## src/sv/spfb_pkg.sv

```systemverilog
// ----------------------------------------------------------------------------
// spfb_pkg
// Shared types and constants of the stepper position frame builder.
// ----------------------------------------------------------------------------
package spfb_pkg;

  typedef enum logic [1:0] {
    OP_VEL   = 2'd0,
    OP_TIMED = 2'd1,
    OP_SYNC  = 2'd2,
    OP_NONE  = 2'd3
  } opcode_t;

  localparam logic [1:0] CFG_GEARED_LIMIT = 2'd0;
  localparam logic [1:0] CFG_GEAR_RATIO   = 2'd1;
  localparam logic [1:0] CFG_DEFAULT_ACC  = 2'd2;
  localparam logic [1:0] CFG_PULSES_TURN  = 2'd3;

  localparam logic [34:0] TWO_PI_Q32   = 35'd26986075409;
  localparam logic [16:0] ACC_K_Q15    = 17'd67021;
  localparam logic [20:0] SIXTY_PI_Q16 = 21'd1251645;
  localparam logic [23:0] HALF_257_Q15 = 24'd8404992;
  localparam logic [55:0] PULSE_SAT    = {5'd0, TWO_PI_Q32, 16'd0};
  // floor(2^67 / TWO_PI_Q32): reciprocal for the pulse count
  localparam logic [32:0] PULSE_RECIP  = 33'((68'd1 << 67) / {33'd0, TWO_PI_Q32});

  localparam logic [7:0] BYTE_ZERO  = 8'h00;
  localparam logic [7:0] BYTE_SOF   = 8'hFD;
  localparam logic [7:0] BYTE_EOF   = 8'h6B;
  localparam logic [7:0] BYTE_SYNC0 = 8'hFF;
  localparam logic [7:0] BYTE_SYNC1 = 8'h66;

  localparam logic [3:0] POS_LAST  = 4'd12;
  localparam logic [3:0] SYNC_LAST = 4'd3;

  localparam int DIV_QW = 42;
  localparam int DIV_DW = 48;
  localparam int DIV_NW = DIV_QW + DIV_DW;
  localparam logic [5:0] DIV_LAST = 6'(DIV_QW - 1);

  typedef struct packed {
    logic [7:0]  geared_limit;
    logic [15:0] gear_ratio;
    logic [7:0]  default_accel;
    logic [15:0] pulses_per_turn;
  } cfg_t;

  typedef struct packed {
    logic        sync_frame;
    logic [7:0]  dev_addr;
    logic        dir;
    logic [15:0] vel;
    logic [7:0]  acc;
    logic [31:0] pulses;
    logic        multi_sync;
  } frame_t;

endpackage

```

## src/sv/spfb_queue.sv

```systemverilog
// ----------------------------------------------------------------------------
// spfb_queue
// Two-entry queue of computed frames between front and back.
// ----------------------------------------------------------------------------
module spfb_queue import spfb_pkg::*; (
  input  logic   clk,
  input  logic   rst_n,
  input  logic   push_valid,
  input  frame_t push_entry,
  output logic   push_ready,
  output logic   pop_valid,
  output frame_t pop_entry,
  input  logic   pop_ready
);

  frame_t     ent_r [2];
  logic       wr_r, rd_r;
  logic [1:0] cnt_r;
  logic       do_push, do_pop;

  assign push_ready = (cnt_r != 2'd2);
  assign pop_valid  = (cnt_r != 2'd0);
  assign pop_entry  = ent_r[rd_r];
  assign do_push    = push_valid && push_ready;
  assign do_pop     = pop_valid && pop_ready;

  always_ff @(posedge clk) begin
    if (!rst_n) begin
      wr_r  <= 1'b0;
      rd_r  <= 1'b0;
      cnt_r <= 2'd0;
    end else begin
      if (do_push) wr_r <= !wr_r;
      if (do_pop)  rd_r <= !rd_r;
      case ({do_push, do_pop})
        2'b10:   cnt_r <= cnt_r + 2'd1;
        2'b01:   cnt_r <= cnt_r - 2'd1;
        default: cnt_r <= cnt_r;
      endcase
    end
  end

  always_ff @(posedge clk) begin
    if (do_push) ent_r[wr_r] <= push_entry;
  end

  a_cnt_range: assert property (@(posedge clk) disable iff (!rst_n) cnt_r != 2'd3)
    else $error("queue overflow");
  a_ptr_match: assert property (@(posedge clk) disable iff (!rst_n)
    (cnt_r == 2'd0 || cnt_r == 2'd2) |-> (wr_r == rd_r))
    else $error("queue pointers out of step");

endmodule

```

## config.mk

```make
export PLATFORM = sky130hd
export DESIGN_NAME = spfb_queue
export DESIGN_NICKNAME = d
export VERILOG_FILES = /design/src/sv/spfb_pkg.sv /design/src/sv/spfb_queue.sv
export SDC_FILE = /design/constraint.sdc
export NUM_CORES = 1
export LEC_CHECK = 0
export ABC_AREA = 0
export BUFFER_PORTS_ARGS = -buffer_cell sky130_fd_sc_hd__buf_2
export CORE_ASPECT_RATIO = 1.2
export CORE_MARGIN = 3
export CORE_UTILIZATION = 55
export DETAILED_ROUTE_END_ITERATION = 8
export MAX_ROUTING_LAYER = met4
export PLACE_DENSITY = 0.79
export SLEW_MARGIN = 5
export SYNTH_ARGS = -nofsm -noshare
export SYNTH_HDL_FRONTEND = slang
export SYNTH_SLANG_ARGS = --single-unit
```

## constraint.sdc

```tcl
create_clock -name clk -period 5.1 [get_ports clk]
set_clock_uncertainty 0.15 [all_clocks]
set_input_delay 0.255 -clock clk [delete_from_list [all_inputs] [get_ports clk]]
set_output_delay 0.255 -clock clk [all_outputs]
set_load 0.02 [all_outputs]
```

* Word level (Yosys, flattened, before mapping)
Memories as Yosys holds them, arrays and structs flattened. A register that Yosys moved wholly into a read port is not among the register bits. Index checks and enable logic that the tools add are counted.
Word-level totals: bits of input ports 71, bits in registers 4, memories kept 1, output and inout bits 69, bits in writable memories 134
Operators by class: reduce and logical (&&, ||, !) cells 6, add/subtract/negate cells 2, eq/ne operators 3, mux-type cells 5
Memories:
- ent_r | depth 2, width 67, read ports 1, clocked after Yosys merged registers in 1, wr ports 1, line spfb_queue.sv:16 | frame_t ent_r [2];
Operators by type and width (number):
- $mux W1 | 4
- $pmux W2 S2 | 1
- $reduce_bool A2 Y1 | 2
- $add A2 B1 Y2 const B | 1
- $eq A2 B1 Y1 const B | 1
- $eq A2 B2 Y1 const B | 1
- $logic_and A1 B1 Y1 | 2
- $logic_not A1 Y1 | 2
- $ne A2 B2 Y1 const B | 1
- $sub A2 B1 Y2 const B | 1

* Depth between registers and ports, before layout
depth after elaboration 4, mapped depth 6, gate-level depth less buffers 6

* Worst setup path after synthesis
OpenSTA, ideal clock, no wires.
kind register -> register, from register cnt_r[0], to memory ent_r[1][0] (netlist name), enable pin, setup slack 2.153 ns, arrival 2.364 ns, clock period less this slack 2.947 ns, required time 4.517 ns, buffers on the path 0, cell stages (with the launch flop) 3, cells stage by stage dfxtp_1 -> nand2b_1 -> and3_1
On the way: word-level cells in the longest chain between the ends 4
Ends and longest elaborated chain:
- from (decl) | line spfb_queue.sv:18 | logic [1:0] cnt_r;
- from (signal assigned) | line spfb_queue.sv:36 | 2'b10: cnt_r <= cnt_r + 2'd1;
- from (signal assigned) | line spfb_queue.sv:37 | 2'b01: cnt_r <= cnt_r - 2'd1;
- from (signal assigned) | line spfb_queue.sv:38 | default: cnt_r <= cnt_r;
- $ne A2 B2 Y1 | line spfb_queue.sv:21 | assign push_ready = (cnt_r != 2'd2);
- net push_ready | line spfb_queue.sv:10 | output logic push_ready,
- $logic_and A1 B1 Y1 | line spfb_queue.sv:24 | assign do_push = push_valid && push_ready;
- $mux W1 | line spfb_queue.sv:44 | if (do_push) ent_r[wr_r] <= push_entry;
- $mux W1 (implied by the code) | line spfb_queue.sv:44
- to (decl) | line spfb_queue.sv:16
The timed path passes the listed nets, and every way through them passes these cells.

==> impl_metrics.csv <==
group,metric,value,unit
status,status,"finished clean",
yosys,yosysTopAreaCellShare,79.6,%
cts,cts_num_sinks,139,
placed_design,portBuffers,139,
global_routing,grt_first_pass_wirelength,15900,um
timing,setup_viol,0,
yosys,yosysTopAreaCell,"edfxtp_1",
setup_path,worstPathRequired,4700,ps
timing,rsz0062_at_grt,"no",
route,routed-via-count,2897,
global_routing,grt_start_max_net_pins,68,
timing,relSlewSlack,41.5,%
route,drt_drc_violations_left,0,
final_layout,drive_gt1_share,52.1,%
global_routing,grt_antenna_before_repair,0,
final_layout,post-route-util,81.3,%
route,vias_per_cell,4.95,
cts,h-tree-depth,4,
timing,finalCritPeriodShare,56.4,%
yosys,yosysUniqueCellTypes,21,
cts,cts.clk_slew.worst_paths,50,ps
floorplanning,start_util,57.8,%
setup_path,crit_path_end_kind,"output port",
setup_path,r2r_start,"cnt_r[0]$_SDFFE_PN0P_",
floorplanning,io_pins,140,
floorplanning,dieArea,10400,um2
floorplanning,fp.dieH,111,um
flow_run,drv_cap,0,
setup_path,crit_path_end,"pop_entry[30]",
yosys,yosys.area_share.xor_xnor,0.520,%
yosys,synth_seq_cells,139,
setup_path,r2r_end,"ent_r[1][15]$_DFFE_PP_",
route,ant_nets,0,
yosys,netlist_area,5060,um2
global_routing,grt_usage,21.3,%
min_path,hp-class,"input port to flop",
cts,cts_buffer_depth,2,
floorplanning,core,8750,um2
timing,max_freq,348,MHz
final_layout,syn_to_final_growth,40.7,%
global_routing,gr-total-overflow,0,
yosys,synthTopCellsByArea,"edfxtp_1, mux2_2, dfxtp_1",
yosys,synthFlopType,"edfxtp_1",
placed_design,hpwlAfterDp,5700,um
floorplanning,die_w,93.5,um
yosys,synth_edf_count,134,
yosys,syn-instance-count,232,
setup_path,worst-path-max-fanout,37,
cts,root_buffer,"clkbuf_8",
timing,maxSlewViolCount,0,
cts,cts_tree,"built",
route,drt-initial-drc-count,134,
cts,cts_resized,0,
floorplanning,num_rows,37,
yosys,yosys.area_share.simple,1.09,%
setup_path,crit_type,"flop to output port",
min_path,hold_depth,4,
yosys,synth_compound_area_share,0.742,%
route,firstDrtPassIters,4,
yosys,synthArstFlopShare,0,%
setup_path,arrival,2470,ps
power,ir_worst_vdd,344,uV
setup_path,cp-start-kind,"flop",
cts,postCtsSetupRepairBufs,0,
yosys,syn_avg_cell_area,21.8,um2
yosys,ys_seq_area_share,81.6,%
yosys,yosysWarningCount,0,
setup_path,reg2reg_depth,3,
cts,insertion_delay,500,ps
setup_path,r2r_setup_slack,2700,ps
yosys,synth_fp_nets,304,
power,power_density,502,nW/um2
power,p_leak,2.69,nW
timing,min_period,2880,ps
timing,finalSetupTns,0,ps
timing,hold_viol,0,
route,routedWlPerCell,17.0,um
final_layout,fillCellCount,426,
global_routing,grt_pass1_vias,3112,
final_layout,antenna_cells,0,
cts,cts_buffers,17,
timing,worst_slew_pin_slew,877,ps
yosys,synthMuxAreaShare,14.9,%
yosys,synth_fa_ha_area_share,0.247,%
final_layout,nets,527,
yosys,synth_top_family_by_area,"multiplexers",
route,drt_wl_total,9970,um
placed_design,place.gp.congestion,0.753,
## final cells by class
type / count / area, um2 / area share [%]
flip-flops and latches: 139 / 4130 / 58.0
repair buffers: 211 / 1410 / 19.8
multi-input cells: 85 / 887 / 12.5
clock buffers: 23 / 477 / 6.70
well taps: 117 / 146 / 2.06
clock inverters: 9 / 65.1 / 0.915
inverters: 1 / 3.75 / 0.0528
## cells in the mapped netlist (all sizes together) (2+ instances only)
cell type and number:
a21boi 2, nor2b 2, xnor2 3, dfxtp 5
buf 7, mux2 67, edfxtp 134
## timing repair
action | CTS | global route
hold buffers | 69 | 0
endpoints found under the setup margin | 0 | 0
endpoints found under the hold margin | 139 | 0
## how the worst min path moves through the flow
stage	start	endpoint	slack [ps]
6_report	pop_ready	flop	70
5_1_grt	pop_ready	flop	70
4_1_cts	pop_ready	flop	40
3_5_place_dp	push_entry[17]	ent_r[1][17]$_DFFE_PP_	300
3_3_place_gp	push_entry[62]	ent_r[1][62]$_DFFE_PP_	290
2_1_floorplan	push_entry[0]	ent_r[0][0]$_DFFE_PP_	200
## per-stage QoR
step	setup WS (ps)	hold slack (ps)	power (mW)	cell area, um2	cells
detailed placement	2670	296	2.47	5880	484
global placement	2730	292	2.45	5880	484
CTS	2170	43.7	3.59	7110	585
finish	2220	72.0	3.57	7110	585
floorplan	2150	204	2.18	5060	232
global route	2060	65.2	3.73	7110	585
## cell usage in the layout (no fill, tap or decap), types with 2 or more instances in the layout
cell	n
buf_2	139
edfxtp_1	134
dlygate4sd3_1	69
mux2_2	67
clkbuf_16	16
clkbuf_8	5
clkinvlp_4	5
dfxtp_1	4
xnor2_1	3
buf_4	3
nor2b_1	2
clkinv_4	2
clkinv_2	2
clkbuf_1	2
## flip-flops by register name, indices dropped and copies added, names as in the netlist, named ones only
name   cells
ent_r    134
rd_r       1
cnt_r      2
wr_r       1
## logic make-up (layout without fill, tap and decap cells)
logic type / after synthesis / in the layout
mux: 67 / 67
simple gates: 9 / 9
fa+ha+maj: 1 / 1
flops: 139 / 139
compound gates: 5 / 5
buf+inv: 8 / 244
xor+xnor: 3 / 3
## where the power goes
part	internal (mW)	switching, mW	total [mW]
registers	1.45	0.0776	1.52
logic	0.414	0.555	0.969
clock network	0.648	0.428	1.08
total	2.51	1.06	3.57
## worst max-delay path: stages, from the launching register on
cell and delay, ps:
dfxtp_2 800, buf_4 550, mux2_2 410, buf_2 160
## per-layer routing
metal / share of wire (%) / global-route usage, %
met4: 3.2 / 9.97
met5: 0 / -
met1: 39 / 25.1
met3: 5.6 / 6.25
met2: 53 / 33.6
Note: power is estimated with default switching activity, not from simulation.
