==> config.mk <==
export PLATFORM = sky130hd
export DESIGN_NAME = spfb_back_flat
export DESIGN_NICKNAME = d
export VERILOG_FILES = /design/src/sv/spfb_pkg.sv /design/src/sv/spfb_byte_if.sv /design/src/sv/spfb_back.sv /design/src/flat_wrapper.sv
export SDC_FILE = /design/constraint.sdc
export NUM_CORES = 1
export LEC_CHECK = 0
export BUFFER_PORTS_ARGS = -buffer_cell sky130_fd_sc_hd__buf_4
export CORE_UTILIZATION = 25
export DETAILED_ROUTE_END_ITERATION = 8
export SETUP_SLACK_MARGIN = 0.2
export SLEW_MARGIN = 20
export SYNTH_ARGS = -nofsm -noshare
export SYNTH_HDL_FRONTEND = slang
export SYNTH_SLANG_ARGS = --single-unit
==> constraint.sdc <==
create_clock -name clk -period 6.05 [get_ports clk]
set_input_delay 0 -clock clk [delete_from_list [all_inputs] [get_ports clk]]
set_output_delay 0 -clock clk [all_outputs]
set_load 0.05 [all_outputs]
==> src/sv/spfb_pkg.sv <==
// ----------------------------------------------------------------------------
// spfb_pkg
// Shared types and constants of the stepper position frame builder.
// ----------------------------------------------------------------------------
package spfb_pkg;

  typedef enum logic [1:0] {
    OP_VEL   = 2'd0,
    OP_TIMED = 2'd1,
    OP_SYNC  = 2'd2,
    OP_NONE  = 2'd3
  } opcode_t;

  localparam logic [1:0] CFG_GEARED_LIMIT = 2'd0;
  localparam logic [1:0] CFG_GEAR_RATIO   = 2'd1;
  localparam logic [1:0] CFG_DEFAULT_ACC  = 2'd2;
  localparam logic [1:0] CFG_PULSES_TURN  = 2'd3;

  localparam logic [34:0] TWO_PI_Q32   = 35'd26986075409;
  localparam logic [16:0] ACC_K_Q15    = 17'd67021;
  localparam logic [20:0] SIXTY_PI_Q16 = 21'd1251645;
  localparam logic [23:0] HALF_257_Q15 = 24'd8404992;
  localparam logic [55:0] PULSE_SAT    = {5'd0, TWO_PI_Q32, 16'd0};
  // floor(2^67 / TWO_PI_Q32): reciprocal for the pulse count
  localparam logic [32:0] PULSE_RECIP  = 33'((68'd1 << 67) / {33'd0, TWO_PI_Q32});

  localparam logic [7:0] BYTE_ZERO  = 8'h00;
  localparam logic [7:0] BYTE_SOF   = 8'hFD;
  localparam logic [7:0] BYTE_EOF   = 8'h6B;
  localparam logic [7:0] BYTE_SYNC0 = 8'hFF;
  localparam logic [7:0] BYTE_SYNC1 = 8'h66;

  localparam logic [3:0] POS_LAST  = 4'd12;
  localparam logic [3:0] SYNC_LAST = 4'd3;

  localparam int DIV_QW = 42;
  localparam int DIV_DW = 48;
  localparam int DIV_NW = DIV_QW + DIV_DW;
  localparam logic [5:0] DIV_LAST = 6'(DIV_QW - 1);

  typedef struct packed {
    logic [7:0]  geared_limit;
    logic [15:0] gear_ratio;
    logic [7:0]  default_accel;
    logic [15:0] pulses_per_turn;
  } cfg_t;

  typedef struct packed {
    logic        sync_frame;
    logic [7:0]  dev_addr;
    logic        dir;
    logic [15:0] vel;
    logic [7:0]  acc;
    logic [31:0] pulses;
    logic        multi_sync;
  } frame_t;

endpackage

==> src/sv/spfb_byte_if.sv <==
// ----------------------------------------------------------------------------
// spfb_byte_if
// Frame byte channel: one frame byte per beat.
// ----------------------------------------------------------------------------
interface spfb_byte_if;
  logic       valid;
  logic       ready;
  logic [7:0] frame_byte;
  logic       last_byte;

  modport source (output valid, frame_byte, last_byte, input ready);
  modport sink (input valid, frame_byte, last_byte, output ready);
endinterface

==> src/sv/spfb_back.sv <==
// ----------------------------------------------------------------------------
// spfb_back
// Serializes one frame entry into its frame bytes.
// ----------------------------------------------------------------------------
module spfb_back import spfb_pkg::*; (
  input  logic   clk,
  input  logic   rst_n,
  input  logic   pop_valid,
  input  frame_t pop_entry,
  output logic   pop_ready,
  spfb_byte_if.source out_frame
);

  frame_t     cur_r;
  logic [3:0] idx_r;
  logic       busy_r;
  logic       last;
  logic       beat;
  logic [7:0] pos_byte, sync_byte;

  assign last = (idx_r == (cur_r.sync_frame ? SYNC_LAST : POS_LAST));
  assign beat = busy_r && out_frame.ready;
  assign pop_ready = !busy_r || (beat && last);

  always_comb begin
    case (idx_r)
      4'd0:    pos_byte = cur_r.dev_addr;
      4'd1:    pos_byte = BYTE_SOF;
      4'd2:    pos_byte = {7'd0, cur_r.dir};
      4'd3:    pos_byte = cur_r.vel[15:8];
      4'd4:    pos_byte = cur_r.vel[7:0];
      4'd5:    pos_byte = cur_r.acc;
      4'd6:    pos_byte = cur_r.pulses[31:24];
      4'd7:    pos_byte = cur_r.pulses[23:16];
      4'd8:    pos_byte = cur_r.pulses[15:8];
      4'd9:    pos_byte = cur_r.pulses[7:0];
      4'd10:   pos_byte = BYTE_ZERO;
      4'd11:   pos_byte = {7'd0, cur_r.multi_sync};
      4'd12:   pos_byte = BYTE_EOF;
      default: pos_byte = BYTE_ZERO;
    endcase
    case (idx_r)
      4'd0:    sync_byte = BYTE_ZERO;
      4'd1:    sync_byte = BYTE_SYNC0;
      4'd2:    sync_byte = BYTE_SYNC1;
      4'd3:    sync_byte = BYTE_EOF;
      default: sync_byte = BYTE_ZERO;
    endcase
  end

  assign out_frame.valid      = busy_r;
  assign out_frame.frame_byte = cur_r.sync_frame ? sync_byte : pos_byte;
  assign out_frame.last_byte  = last;

  always_ff @(posedge clk) begin
    if (!rst_n) begin
      busy_r <= 1'b0;
      idx_r  <= 4'd0;
    end else if (pop_ready && pop_valid) begin
      busy_r <= 1'b1;
      idx_r  <= 4'd0;
    end else if (beat) begin
      if (last) busy_r <= 1'b0;
      else      idx_r  <= idx_r + 4'd1;
    end
  end

  always_ff @(posedge clk) begin
    if (pop_ready && pop_valid) cur_r <= pop_entry;
  end

  a_drain: assert property (@(posedge clk) disable iff (!rst_n)
    beat && last && !pop_valid |=> !busy_r)
    else $error("serializer stuck after last beat");
  a_idx_range: assert property (@(posedge clk) disable iff (!rst_n)
    busy_r |-> idx_r <= POS_LAST)
    else $error("byte index out of range");

endmodule
==> src/flat_wrapper.sv <==
// flat-port wrapper written by rule: the top's interface ports become plain ports
module spfb_back_flat import spfb_pkg::*;
  (clk, rst_n, pop_valid, pop_entry, pop_ready, out_frame_valid, out_frame_frame_byte, out_frame_last_byte, out_frame_ready);
  spfb_byte_if out_frame_i ();
  input  logic clk;
  input  logic rst_n;
  input  logic pop_valid;
  input  frame_t pop_entry;
  output logic pop_ready;
  output wire logic [$bits(out_frame_i.valid)-1:0] out_frame_valid;
  output wire logic [$bits(out_frame_i.frame_byte)-1:0] out_frame_frame_byte;
  output wire logic [$bits(out_frame_i.last_byte)-1:0] out_frame_last_byte;
  input wire logic [$bits(out_frame_i.ready)-1:0] out_frame_ready;
  assign out_frame_valid = out_frame_i.valid;
  assign out_frame_frame_byte = out_frame_i.frame_byte;
  assign out_frame_last_byte = out_frame_i.last_byte;
  assign out_frame_i.ready = out_frame_ready;
  spfb_back u_core (.clk(clk), .rst_n(rst_n), .pop_valid(pop_valid), .pop_entry(pop_entry), .pop_ready(pop_ready), .out_frame(out_frame_i));
endmodule
**After elaboration in Yosys (flattened, before gate mapping)**

Index checks and enable logic that the tools add are counted.

- Register bits after elaboration: 72
- Latch bits: 0
- Memory bits (read-only): 0
- Word-level logic and storage cells: 42
- Bits of input ports: 71
- RAM bits: 0
- Memories: 0
- Output and inout bits: 11

- Reduce and logical (&&, ||, !) cells: 11
- Divide/modulo/power cells: 0
- Shift-type cells: 0
- Mux-type cells: 7
- Bitwise gates (word level): 2
- Add/sub/neg operators: 1
- Eq/ne operators: 12
- $mul: 0
- $lt $le $gt $ge: 0

Operators with widths:

| cell | number |
|---|---|
| case mux 8 bit (12 select lines) | 1 |
| case mux 8 bit (3 select lines) | 1 |
| equality test 4 x 3 -> 1 bit, second input constant | 4 |
| equality test 4 bit, second input constant | 4 |
| equality test 4 x 2 -> 1 bit, second input constant | 2 |
| two-way mux 8 bit | 1 |
| adder 4 x 1 -> 4 bit, second input constant | 1 |
| equality test 4 x 1 -> 1 bit, second input constant | 1 |
| equality test 4 bit | 1 |
| zero test 4 bit | 1 |
| two-way mux 4 bit | 1 |
| AND reduction 2 bit | 2 |
| nonzero test 2 bit | 2 |
| logical AND 1 bit | 3 |
| two-way mux 1 bit | 3 |
| inverter 1 bit | 2 |
| OR reduction 2 bit | 1 |
| zero test 1 bit | 1 |
| logical OR 1 bit | 1 |

**Longest topological paths before layout**

- Depth in word-level cells: 7
- Mapped depth: 9
- Gate-level depth less buffers: 7

**Least setup slack after synthesis**

Ideal clock, no wire load.

- Path type: register to register
- Start point: reg u_core.idx_r[3]
- End point: reg u_core.cur_r[0] in the netlist's numbering, enable pin
- Data required time: 5.558 ns
- Setup time: 0.492 ns
- Data arrival time: 3.974 ns
- Clock period less this slack: 4.466 ns
- Setup slack: 1.584 ns
- Buffers on the path: 1
- Stages on the path, launching flop included: 6
- Cells stage by stage: dfxtp_1 buf_6 or3b_4 a2bb2oi_2 o21a_4 nor2_1

- Word-level cells in the longest chain between the ends: 4

Ends and longest elaborated chain:

| element | RTL line | RTL |
|---|---|---|
| start: declaration | spfb_back.sv:15 | `logic [3:0] idx_r;` |
| start signal: assignment | spfb_back.sv:64 | `else idx_r <= idx_r + 4'd1;` |
| equality test 4 bit | spfb_back.sv:21 | `assign last = (idx_r == (cur_r.sync_frame ? SYNC_LAST : POS_LAST));` |
| logical AND 1 bit | spfb_back.sv:23 | `assign pop_ready = !busy_r \|\| (beat && last);` |
| logical OR 1 bit | spfb_back.sv:23 |  |
| logical AND 1 bit | spfb_back.sv:69 | `if (pop_ready && pop_valid) cur_r <= pop_entry;` |
| end signal: assignment | spfb_back.sv:69 |  |
| end: declaration | spfb_back.sv:14 | `frame_t cur_r;` |

No other way between the ends.
A chain may end at the register's enable or synchronous reset.

**Final worst setup path**

- Start point: reg u_core.idx_r[2]
- End point: reg u_core.cur_r[28] in the netlist's numbering, enable pin

The elaborated chain is that of the path after synthesis.

==> results.py <==
metrics = {
    "run_status": {
        "run_status": "finished with violations",
        "violations": "design-rule violations",
    },
    "yosys": {
        "syn-num-nets": 287,
        "synth-async-reset-ratio": 0,
        "post_synthesis_sequential_area_ratio": 0.699,
        "post_synth_instance_area_mm2": 0.00302,
        "postSynthAreaPerCell_um2": 14.3,
        "ys_seq_elements": 72,
        "synth_flop_cell": "edfxtp_1",
        "postSynthCellCount": 212,
        "edff_count_synth": 67,
        "ys_warn_count": 0,
        "synthDistinctLibCells": 45,
    },
    "clock_network": {
        "inserted_clock_buffers": 9,
        "tritoncts": "yes",
        "root_buffer": "clkbuf_16",
        "worst_setup_hold_path_clk_slew_ps": 50,
        "ctsResizeCount": 0,
        "cts_post_setup_buffers_inserted": 0,
        "cts_num_sinks": 72,
        "clock_path_buffers": 2,
        "cts_max_level": 3,
        "clock_insertion_delay_worst_skew_ps": 330,
    },
    "critical_path": {
        "critical_path.top_delay_family": "flip-flops",
        "path_cells": "and4bb_2, a2bb2oi_2, o21a_4, nor2_4, buf_4",
        "cp-start-kind": "flop",
        "path_buf_inv": 1,
        "critical_path_required_ps": 6020,
        "crit_path_max_incr_delay_ps": 1030,
        "worstPathArrival_ps": 3210,
        "rrSetupSlack_ps": 2810,
        "critical_path_type": "reg2reg",
        "critical_path.slowest_cell": "dfxtp_1",
        "cp-end-kind": "flop",
        "crit_path_max_fanout": 41,
    },
    "grt": {
        "pin_count_of_the_biggest_net_entering_global_routing": 42,
        "global_route.overflow_total": 0,
        "grtUsageTotal": 0.135,
        "first_global_vias": 2498,
        "initial_antenna_violation_count": 0,
        "first_pass_grt_wire_length_um": 12600,
    },
    "die": {
        "floorplan_die_area_mm2": 0.0125,
        "die_h_um": 112,
        "floorplan.core_area_mm2": 0.0116,
        "start_util": 0.260,
        "fp.dieW_um": 112,
        "fp-row-count": 39,
        "io_pins": 82,
    },
    "min_path": {
        "min_path_type": "in2reg",
    },
    "drt": {
        "remaining_drc_errors": 3,
        "wire_per_inst_um": 16.1,
        "drtPass1Iterations": 7,
        "ant_nets": 0,
        "drt_first_iter_violations": 147,
        "routed_wirelength_um": 8140,
        "route.vias.total": 2318,
        "vias_per_cell": 4.58,
    },
    "final_layout": {
        "final_layout_size_suffix_gt1_frac": 0.287,
        "layout_commonest_cell": "buf_4",
        "synthToLayoutAreaGrowth_pct": 57.4,
        "fin_nets": 434,
        "layout.cells.most_common_list": "buf_4 (83), dlygate4sd3_1 (70), edfxtp_1 (67), o21ai_0 (17), a21oi_1 (12)",
        "antenna-diode-count": 0,
    },
    "sta": {
        "final-setup-viol-count": 0,
        "timing.fmax_mhz": 308,
        "setup_slack_ps": 2810,
        "fin_worst_skew_ps": 5.24,
        "tightest_slew_ps": 1080,
        "rsz0062_at_grt": "no",
        "timing_max_transition_violations_final": 0,
        "finalCriticalPeriod_ps": 3240,
        "timing.slew.headroom": 0.279,
        "fin_tns_setup_ps": 0,
        "hold_viol": 0,
        "timing.final.crit_share": 0.536,
    },
    "power_and_ir_drop": {
        "power.static_leakage_nw": 1.82,
        "pwr_density_cell_mw_per_mm2": 272,
        "vdd_drop_max_mv": 0.146,
    },
    "placement": {
        "place_worst_setup_slack_ps": 2790,
        "gp_congestion": 0.713,
        "buffer_ports.inserted": 81,
        "post-dp-hpwl_um": 4950,
    },
    "flow_run": {
        "cap_violations": 0,
    },
}
per-layer routing:
metal | GRT usage | vias up | share of wire
li1 | - | 1127 | -
met1 | 0.160 | 1100 | 0.43
met2 | 0.229 | 84 | 0.51
met3 | 0.0403 | 7 | 0.050
met4 | 0.0542 | 0 | 0.011
met5 | 0 | - | 0
tightest hold or removal path, delay by kind of cell:
| family | cells | cell delay [ps] |
|---|---|---|
| XOR/XNOR | 1 | 70 |
| AND/OR/NAND/NOR | 2 | 180 |
| buffers and inverters | 1 | 130 |
what timing repair did:
item | CTS | global route
endpoints found under the hold margin | 72 | 0
hold buffers | 70 | 0
endpoints found under the setup margin | 0 | 0
final timing paths:
check                                      from               end  cells past startpoint
worst min register to register  u_core.idx_r[1]   u_core.idx_r[1]                      2
worst max-delay path            u_core.idx_r[2]  u_core.cur_r[28]                      5
worst max register to register  u_core.idx_r[2]  u_core.cur_r[28]                      5
worst min-delay path            out_frame_ready   u_core.idx_r[2]                      4
metrics by stage:
step	area [um2]	total power, W	util	hold slack (ps)	instances
2_1_floorplan	3020	0.000655	-	98.9	212
3_3_place_gp	3750	0.000715	0.323	179	421
3_5_place_dp	3750	0.000717	0.323	179	421
4_1_cts	4760	0.00131	0.410	86.6	506
5_1_grt	4760	0.00134	0.410	134	506
6_report	4760	0.00129	0.410	87.2	506
state kept, by name, summed over array words and instances, names as in the netlist:
| signal | count |
|---|---|
| u_core.cur_r | 67 |
| u_core.idx_r | 4 |
| u_core.out_frame.valid | 1 |
layout make-up:
cell class | instances | area, um2
clock inverter | 6 | 85.1
tap | 143 | 179
multi-input combinational | 116 | 806
inverter | 7 | 26.3
sequential | 72 | 2110
clock buffer | 9 | 225
fill | 1068 | 6860
timing repair buffer | 153 | 1320
Yosys cell counts, types with 2 or more instances:
library cell | count | area, um2
a2111oi_0 | 2 | 17.5
a211oi_1 | 5 | 37.5
a21oi_1 | 12 | 60.1
a221oi_1 | 3 | 26.3
a222oi_1 | 5 | 50.1
a22o_1 | 5 | 43.8
a22oi_1 | 7 | 52.6
buf_2 | 7 | 35.0
clkbuf_1 | 6 | 22.5
dfxtp_1 | 5 | 100
edfxtp_1 | 67 | 2010
ha_1 | 4 | 50.1
inv_1 | 7 | 26.3
mux2i_1 | 2 | 20.0
nand2_1 | 7 | 26.3
nand3_1 | 5 | 25.0
nand3b_1 | 2 | 15.0
nor2_1 | 9 | 33.8
nor2b_1 | 3 | 18.8
nor3b_1 | 3 | 22.5
o211ai_1 | 3 | 22.5
o21a_1 | 2 | 15.0
o21ai_0 | 17 | 85.1
o22ai_1 | 2 | 12.5
xnor2_1 | 2 | 17.5
kinds of logic after synthesis:
logic type	synth area share
flops	0.699
compound gates	0.166
simple gates	0.0667
buf+inv	0.0369
fa+ha+maj	0.0166
xor+xnor	0.00870
mux	0.00663
power breakdown:
group | internal, W | total, W | switching (W)
combinational | 0.0000823 | 0.000159 | 0.0000766
clock | 0.000357 | 0.000549 | 0.000192
sequential | 0.000576 | 0.000584 | 0.00000809
Note: power is estimated with default switching activity, not from simulation.
